==> src/rtl/core/sphere_indenter_contact_force_top_defines.svh <==
// Assertion macros shared by the indenter force block.
`ifndef SPHERE_INDENTER_CONTACT_FORCE_TOP_DEFINES_SVH
`define SPHERE_INDENTER_CONTACT_FORCE_TOP_DEFINES_SVH
`ifndef ASSERT_OFF
// Clocked check that is switched off while reset is held.
`define SICF_ASSERT(lbl, prop) \
  lbl: assert property (@(posedge clk_i) disable iff (!rst_ni) prop) \
    else $error("sicf assertion failed");
// Clocked check that also holds across reset.
`define SICF_ASSERT_RST(lbl, prop) \
  lbl: assert property (@(posedge clk_i) prop) \
    else $error("sicf reset assertion failed");
`else
`define SICF_ASSERT(lbl, prop)
`define SICF_ASSERT_RST(lbl, prop)
`endif
`endif

==> src/rtl/core/sicf_pkg.sv <==
package sicf_pkg;

  localparam int unsigned DataW     = 32;
  localparam int unsigned SumW      = 48;
  localparam int unsigned MagW      = 31;
  localparam int unsigned ProdW     = 64;
  localparam int unsigned AccW      = 96;
  localparam int unsigned FmagW     = 62;
  localparam int unsigned QuoW      = 33;
  localparam int unsigned SqrtSteps = 31;
  localparam int unsigned DivSteps  = 33;
  localparam int unsigned CntW      = 6;
  localparam int unsigned CfgIdxW   = 3;
  localparam int unsigned NumAxes   = 3;
  localparam int unsigned AxisW     = 2;

  // Configuration register indexes.
  typedef enum logic [CfgIdxW-1:0] {
    CFG_STIFFNESS  = 3'd0,
    CFG_RADIUS     = 3'd1,
    CFG_CENTER_X   = 3'd2,
    CFG_CENTER_Y   = 3'd3,
    CFG_CENTER_Z   = 3'd4,
    CFG_GROUP_BITS = 3'd5
  } cfg_idx_e;

  typedef struct packed {
    logic signed [DataW-1:0] pos_x;
    logic signed [DataW-1:0] pos_y;
    logic signed [DataW-1:0] pos_z;
    logic                    has_mass;
    logic [DataW-1:0]        member_bits;
    logic signed [DataW-1:0] body_in_x;
    logic signed [DataW-1:0] body_in_y;
    logic signed [DataW-1:0] body_in_z;
    logic                    last_particle;
  } in_word_t;

  typedef struct packed {
    logic signed [DataW-1:0] body_out_x;
    logic signed [DataW-1:0] body_out_y;
    logic signed [DataW-1:0] body_out_z;
    logic signed [SumW-1:0]  sum_x;
    logic signed [SumW-1:0]  sum_y;
    logic signed [SumW-1:0]  sum_z;
    logic                    in_contact;
    logic                    step_done;
  } out_word_t;

  typedef enum logic [4:0] {
    ST_IDLE, ST_SQ_X, ST_SQ_Y, ST_SQ_Z, ST_SQ_R, ST_CHECK, ST_SQRT,
    ST_GSQ, ST_KLO, ST_KHI, ST_FMAG, ST_DIV_INIT, ST_DIV,
    ST_F_LO, ST_F_HI, ST_F_ACC, ST_F_CAP, ST_FINISH
  } state_e;

  // Datapath operations issued by the controller.
  typedef enum logic [4:0] {
    OP_NONE, OP_LOAD, OP_SQ_X, OP_SQ_Y, OP_SQ_Z, OP_SQ_R, OP_CHECK, OP_SQRT,
    OP_GSQ, OP_KLO, OP_KHI, OP_FMAG, OP_DIV_INIT, OP_DIV,
    OP_F_LO, OP_F_HI, OP_F_ACC, OP_F_CAP, OP_FINISH
  } op_e;

  typedef enum logic [1:0] {
    ACC_HOLD, ACC_ADD, ACC_ADD_HI
  } acc_mode_e;

  typedef struct packed {
    op_e              op;
    logic [AxisW-1:0] axis;
  } ctrl_cmd_t;

  typedef struct packed {
    logic need_force;
    logic out_free;
  } dp_status_t;

  // Clamp a wide signed sum to the 32-bit output range.
  function automatic logic signed [DataW-1:0] sat32(input logic signed [63:0] v);
    logic signed [DataW-1:0] r;
    if (v > 64'sd2147483647) begin
      r = 32'sh7FFFFFFF;
    end else if (v < -64'sd2147483648) begin
      r = 32'sh80000000;
    end else begin
      r = v[DataW-1:0];
    end
    return r;
  endfunction

  // Clamp a wide signed sum to the 48-bit total range.
  function automatic logic signed [SumW-1:0] sat48(input logic signed [63:0] v);
    logic signed [SumW-1:0] r;
    if (v > 64'sd140737488355327) begin
      r = 48'sh7FFFFFFFFFFF;
    end else if (v < -64'sd140737488355328) begin
      r = 48'sh800000000000;
    end else begin
      r = v[SumW-1:0];
    end
    return r;
  endfunction

endpackage

==> src/rtl/core/sicf_ctrl.sv <==
module sicf_ctrl import sicf_pkg::*; (
  input  logic       clk_i,
  input  logic       rst_ni,
  input  logic       in_valid_i,
  output logic       in_ready_o,
  input  dp_status_t status_i,
  output ctrl_cmd_t  cmd_o
);

  state_e           state_q, state_d;
  logic [CntW-1:0]  cnt_q, cnt_d;
  logic [AxisW-1:0] axis_q, axis_d;

  // Next state and counters.
  always_comb begin
    state_d = state_q;
    cnt_d   = cnt_q;
    axis_d  = axis_q;
    unique case (state_q)
      ST_IDLE: begin
        if (in_valid_i) state_d = ST_SQ_X;
      end
      ST_SQ_X: state_d = ST_SQ_Y;
      ST_SQ_Y: state_d = ST_SQ_Z;
      ST_SQ_Z: state_d = ST_SQ_R;
      ST_SQ_R: state_d = ST_CHECK;
      ST_CHECK: begin
        cnt_d   = '0;
        state_d = status_i.need_force ? ST_SQRT : ST_FINISH;
      end
      ST_SQRT: begin
        if (cnt_q == CntW'(SqrtSteps - 1)) begin
          cnt_d   = '0;
          state_d = ST_GSQ;
        end else begin
          cnt_d = cnt_q + 1'b1;
        end
      end
      ST_GSQ:  state_d = ST_KLO;
      ST_KLO:  state_d = ST_KHI;
      ST_KHI:  state_d = ST_FMAG;
      ST_FMAG: state_d = ST_DIV_INIT;
      ST_DIV_INIT: begin
        cnt_d   = '0;
        state_d = ST_DIV;
      end
      ST_DIV: begin
        if (cnt_q == CntW'(DivSteps - 1)) begin
          cnt_d   = '0;
          axis_d  = '0;
          state_d = ST_F_LO;
        end else begin
          cnt_d = cnt_q + 1'b1;
        end
      end
      ST_F_LO:  state_d = ST_F_HI;
      ST_F_HI:  state_d = ST_F_ACC;
      ST_F_ACC: state_d = ST_F_CAP;
      ST_F_CAP: begin
        if (axis_q == AxisW'(NumAxes - 1)) begin
          state_d = ST_FINISH;
        end else begin
          axis_d  = axis_q + 1'b1;
          state_d = ST_F_LO;
        end
      end
      ST_FINISH: begin
        if (status_i.out_free) state_d = ST_IDLE;
      end
      default: state_d = ST_IDLE;
    endcase
  end

  // Commands to the datapath.
  always_comb begin
    in_ready_o = 1'b0;
    cmd_o.axis = axis_q;
    cmd_o.op   = OP_NONE;
    unique case (state_q)
      ST_IDLE: begin
        in_ready_o = 1'b1;
        cmd_o.op   = in_valid_i ? OP_LOAD : OP_NONE;
      end
      ST_SQ_X:     cmd_o.op = OP_SQ_X;
      ST_SQ_Y:     cmd_o.op = OP_SQ_Y;
      ST_SQ_Z:     cmd_o.op = OP_SQ_Z;
      ST_SQ_R:     cmd_o.op = OP_SQ_R;
      ST_CHECK:    cmd_o.op = OP_CHECK;
      ST_SQRT:     cmd_o.op = OP_SQRT;
      ST_GSQ:      cmd_o.op = OP_GSQ;
      ST_KLO:      cmd_o.op = OP_KLO;
      ST_KHI:      cmd_o.op = OP_KHI;
      ST_FMAG:     cmd_o.op = OP_FMAG;
      ST_DIV_INIT: cmd_o.op = OP_DIV_INIT;
      ST_DIV:      cmd_o.op = OP_DIV;
      ST_F_LO:     cmd_o.op = OP_F_LO;
      ST_F_HI:     cmd_o.op = OP_F_HI;
      ST_F_ACC:    cmd_o.op = OP_F_ACC;
      ST_F_CAP:    cmd_o.op = OP_F_CAP;
      ST_FINISH:   cmd_o.op = status_i.out_free ? OP_FINISH : OP_NONE;
      default:     cmd_o.op = OP_NONE;
    endcase
  end

  always_ff @(posedge clk_i or negedge rst_ni) begin
    if (!rst_ni) begin
      state_q <= ST_IDLE;
      cnt_q   <= '0;
      axis_q  <= '0;
    end else begin
      state_q <= state_d;
      cnt_q   <= cnt_d;
      axis_q  <= axis_d;
    end
  end

endmodule

==> config.mk <==
export PLATFORM = sky130hd
export DESIGN_NAME = sicf_ctrl
export DESIGN_NICKNAME = d
export VERILOG_FILES = /design/src/rtl/core/sphere_indenter_contact_force_top_defines.svh /design/src/rtl/core/sicf_pkg.sv /design/src/rtl/core/sicf_ctrl.sv
export SDC_FILE = /design/constraint.sdc
export NUM_CORES = 1
export LEC_CHECK = 0
export ABC_AREA = 1
export BUFFER_PORTS_ARGS = -buffer_cell sky130_fd_sc_hd__buf_2
export CORE_MARGIN = 2
export CORE_UTILIZATION = 53
export CTS_BUF_LIST = sky130_fd_sc_hd__clkbuf_8
export DETAILED_ROUTE_END_ITERATION = 10
export PLACE_DENSITY = 0.83
export SYNTH_ARGS = -nofsm -noshare
export SYNTH_HDL_FRONTEND = slang
export SYNTH_SLANG_ARGS = --single-unit
==> constraint.sdc <==
create_clock -name clk_i -period 1.3 [get_ports clk_i]
set_clock_uncertainty 0.1 [all_clocks]
set_input_delay 0.195 -clock clk_i [delete_from_list [all_inputs] [get_ports clk_i]]
set_output_delay 0.195 -clock clk_i [all_outputs]
set_load 0.005 [all_outputs]
=== Word level (Yosys, flattened, before mapping) ===
Index checks and enable logic that the tools add are counted.

* $add $sub $neg: 2
* Eq/ne operators: 25
* Mux-type cells: 17
* Reductions and logical operators: 6

{| class="wikitable"
|+ Operators with widths
! kind !! count
|-
| case mux 5 bit (18 select lines) || 2
|-
| equality test 5 x 4 -> 1 bit, second input constant || 8
|-
| 2-to-1 mux 5 bit || 7
|-
| equality test 5 x 3 -> 1 bit, second input constant || 4
|-
| case mux 6 bit (3 select lines) || 1
|-
| 2-to-1 mux 6 bit || 2
|-
| equality test 5 x 2 -> 1 bit, second input constant || 2
|-
| equality test 5 bit, second input constant || 2
|-
| != test 2 bit, second input constant || 5
|-
| adder 6 x 1 -> 6 bit, second input constant || 1
|-
| equality test 6 x 5 -> 1 bit, second input constant || 1
|-
| equality test 6 bit, second input constant || 1
|-
| equality test 5 x 1 -> 1 bit, second input constant || 1
|-
| zero test 5 bit || 1
|-
| 2-to-1 mux 2 bit || 2
|-
| case mux 2 bit (2 select lines) || 1
|-
| AND reduction 4 bit || 1
|-
| AND reduction 3 bit || 1
|-
| nonzero test 3 bit || 1
|-
| adder 2 x 1 -> 2 bit, second input constant || 1
|-
| equality test 2 bit, second input constant || 1
|-
| 2-to-1 mux 1 bit || 2
|-
| nonzero test 2 bit || 1
|-
| OR reduction 2 bit || 1
|}

* Bits in registers: 13
* Bits of input ports: 5
* Output and inout bits: 8
* Logic and storage cells: 53

=== Depth between registers and ports, before layout ===
* Depth in word-level cells: 3
* Gate-level depth with buffers: 10
* Mapped depth without buffers: 9

=== Least setup slack after synthesis ===
No wires, ideal clock.

* Kind: reg2reg
* Start: register cnt_q[0]
* End: register cnt_q[2]
* Setup time: 0.065 ns
* Arrival time: 1.287 ns
* Data required time: 1.135 ns
* Slack: -0.152 ns
* Cell stages (with the launch flop): 9
* Path buffers: 0
* Period minus slack after synthesis: 1.452 ns
* Cells stage by stage: dfrtp_1 inv_1 ha_1 nand3_1 nor2_1 or2_2 o21ai_0 nand2_1 nand2_1

* Longest elaborated chain between the ends: 3
* Elaborated cells between the ends (all ways): 6
* Those cells by class: 1 x add/sub; 2 x eq/ne; 3 x mux

{| class="wikitable"
|+ Ends and longest elaborated chain
! element !! line !! RTL
|-
| start, declared || sicf_ctrl.sv:11 || <nowiki>logic [CntW-1:0] cnt_q, cnt_d;</nowiki>
|-
| start signal, assigned || sicf_ctrl.sv:112 || <nowiki>cnt_q <= cnt_d;</nowiki>
|-
| adder 6 x 1 -> 6 bit, or another cell as far along || sicf_ctrl.sv:36, sicf_ctrl.sv:53 ||
|-
| 2-to-1 mux 6 bit (on tied branches) || sicf_ctrl.sv:48, sicf_ctrl.sv:32 ||
|-
| case mux 6 bit (3 select lines) (*) || sicf_ctrl.sv:19 || <nowiki>unique case (state_q)</nowiki>
|}

Mark *: on every way between the ends. The rest lies on a longest branch, timed or not.
A chain may end at the register's enable or synchronous reset.

==> results.ini <==
[status]
status=finished with violations
violations=setup timing

[worst_hold_path]
worstHoldEndpoint=state_q[4]
hp-start=status_i[1]
holdPathStages=4
hp-class=in -> reg

[yosys]
ys_seq_elements=13
synth_top_cell_by_area=dfrtp_1
yosys_warnings=0
synth_top_area_share_pct=31.3
ys_types=27
yosysSeqAreaShare_pct=31.3
synth_area_leaders=dfrtp_1 31%, nand2_1 14%, nand3_1 8.7%
synth_nets=163
syn_inst=154
syn-mean-instance-area_um2=6.74
synth_area_um2=1040

[layout]
fin_area_um2=1770
fillers=71
areaGrowthSynthToFinish_pct=70.0
diodes=0
fin_cells=233
final_nets=216
multi_input_area_um2=862
regArea_um2=332
drive_above_1_share_pct=59.2
utilization_pct=92.8

[cts]
cts-root-buf=clkbuf_8
clkLatencyLatePin_ns=0.25
numCtsBuffers=3
clk_pin_slew_ns=0.06
clockBufferDepth=2
cts.sinks=13
cts_htree_levels=1
tritoncts=yes

[floorplanning]
dieArea_um2=2330
core_um2=1900
die_w_um=48.3
rows=16
start_util_pct=54.6
die_h_um=48.3
ios=13

[drt]
vias=1449
drc_errors=0
drt_iter0_markers=115
first_pass_iters=5
viasPerCell=6.22
routed_wl_mm=4.92
ant_nets=0
wire_per_inst_um=21.1

[timing]
period_share_pct=151
fin_crit_ns=1.97
setup_viol=19
rsz0062_at_grt=true
slew_headroom_pct=79.8
setup_slack_ns=-0.669
final_max_slew_viol_count=0
worst_slew_pin_slew_ns=0.299
fmax_mhz=508
hold_viol=0

[place]
hpwlAfterDp_mm=2.43
dp_cells=220
gp_congestion=0.926
placed_area_um2=1420
portBuffers=12

[power]
power_uw=3590
p_per_area_nw_per_um2=2040
p_leak_uw=0.000886
irDropWorstVdd_v=0.00149

[grt]
grt_pass1_wl_mm=5.07
antenna_found_initial=0
grt_max_degree=14
overflow=0
grt_util_all_layers_pct=32.1
first_global_vias=1237

[critical_path]
required_ns=1.00
r2r_start=state_q[4]
reg2reg_to=cnt_q[2]
setup.worst_path.start_class=register
crit_type=reg -> out
crit_fanout=6
rr_worst_depth=11
cp-end-kind=output pin
r2r_slack_ns=-0.48
critical_path_arrival_ns=1.67

[flow_run]
cap_violations=0

## report_power, final
part | internal (µW) | switching [µW] | total [µW]
clock network | 213 | 169 | 381
registers | 541 | 278 | 819
logic | 1050 | 1340 | 2390
## how the worst max path moves through the flow
stage                           from    endpoint  slack (ns)  cells past startpoint
final                     state_q[3]    cmd_o[3]       -0.67                      6
after CTS                 state_q[2]    cmd_o[4]       -0.43                      7
after floorplan           state_q[4]  state_q[0]       -0.04                      9
after global placement    state_q[4]    cmd_o[2]       -0.27                      6
after global routing      state_q[3]    cmd_o[3]       -0.68                      6
after detailed placement  state_q[2]    cmd_o[2]       -0.33                      6
## sequential cells by signal (all words and copies together) (netlist names)
register	count
axis_q	2
cnt_q	6
state_q	5
## cell type report
type | count | area share (%)
flip-flops and latches | 13 | 18.8
well taps | 27 | 1.91
clock inverters | 1 | 0.283
multi-input cells | 114 | 48.8
clock buffers | 3 | 2.34
repair buffers | 51 | 22.0
inverters | 24 | 5.81
## per-layer routing
layer	track usage, %	up-vias	routed length, µm
li1	-	615	-
met1	31.5	645	1710
met2	58.2	133	2410
met3	7.41	56	411
met4	23.2	0	381
met5	0	-	0
## worst max-delay path: stages, from the launching register on
cell and delay (ns):
dfrtp_2 0.53, nor2_4 0.08, nand3_1 0.22, inv_2 0.10, a211oi_2 0.21, nand3_1 0.12, buf_2 0.15
## cell usage after synthesis
cell       instances
nand2_1           40
inv_1             21
nand3_1           18
dfrtp_1           13
o21ai_0            9
nor2_1             8
nand4_1            7
nor2_2             5
o21ai_1            5
ha_1               4
nor3_1             4
a211oi_1           2
buf_2              2
inv_2              2
nor2_4             2
buf_4              1
clkinv_2           1
nand2_2            1
nand3_2            1
nand3b_1           1
nor3_2             1
o2111ai_1          1
o211ai_1           1
o21ai_2            1
o21bai_1           1
or2_2              1
xnor2_1            1
## placed cells by master (no fill, tap or decap), types with 8 or more instances in the layout
cell / synthesis / routed
buf_2: 2 / 12
nand2_1: 40 / 27
nand3_1: 18 / 10
buf_4: 1 / 29
inv_1: 21 / 13
nor2_4: 2 / 12
inv_2: 2 / 8
dfrtp_1: 13 / 8
buf_6: 0 / 9
## kinds of logic (layout without fill, tap and decap cells)
kind of cell	count (synthesis)	in the layout	synth area share, %
AOI/OAI and AO/OA	20	20	11.3
xor gates and xnor gates	1	1	0.844
adders and majority gates	4	4	4.82
buffers and inverters	27	79	10.5
DFF	13	13	31.3
and+or+nand+nor	89	89	41.2
## repair_timing
| action | CTS | global route |
|---|---|---|
| endpoints found under the hold margin | 13 | 0 |
| resized for setup | 32 | 39 |
| pin swaps | 15 | 13 |
| setup endpoints to repair | 19 | 19 |
| setup buffers | 7 | 6 |
| hold buffers | 1 | 0 |
## stage by stage
step,setup WS (ns),TNS (ns),hold WS [ns]
after detailed placement,-0.330,-4.20,0.00231
after global routing,-0.682,-8.36,0.284
after floorplan,-0.0412,-0.395,-0.201
after CTS,-0.432,-4.58,0.186
after global placement,-0.269,-3.28,-0.00999
final,-0.669,-7.40,0.248
Note: power is estimated with default switching activity, not from simulation.
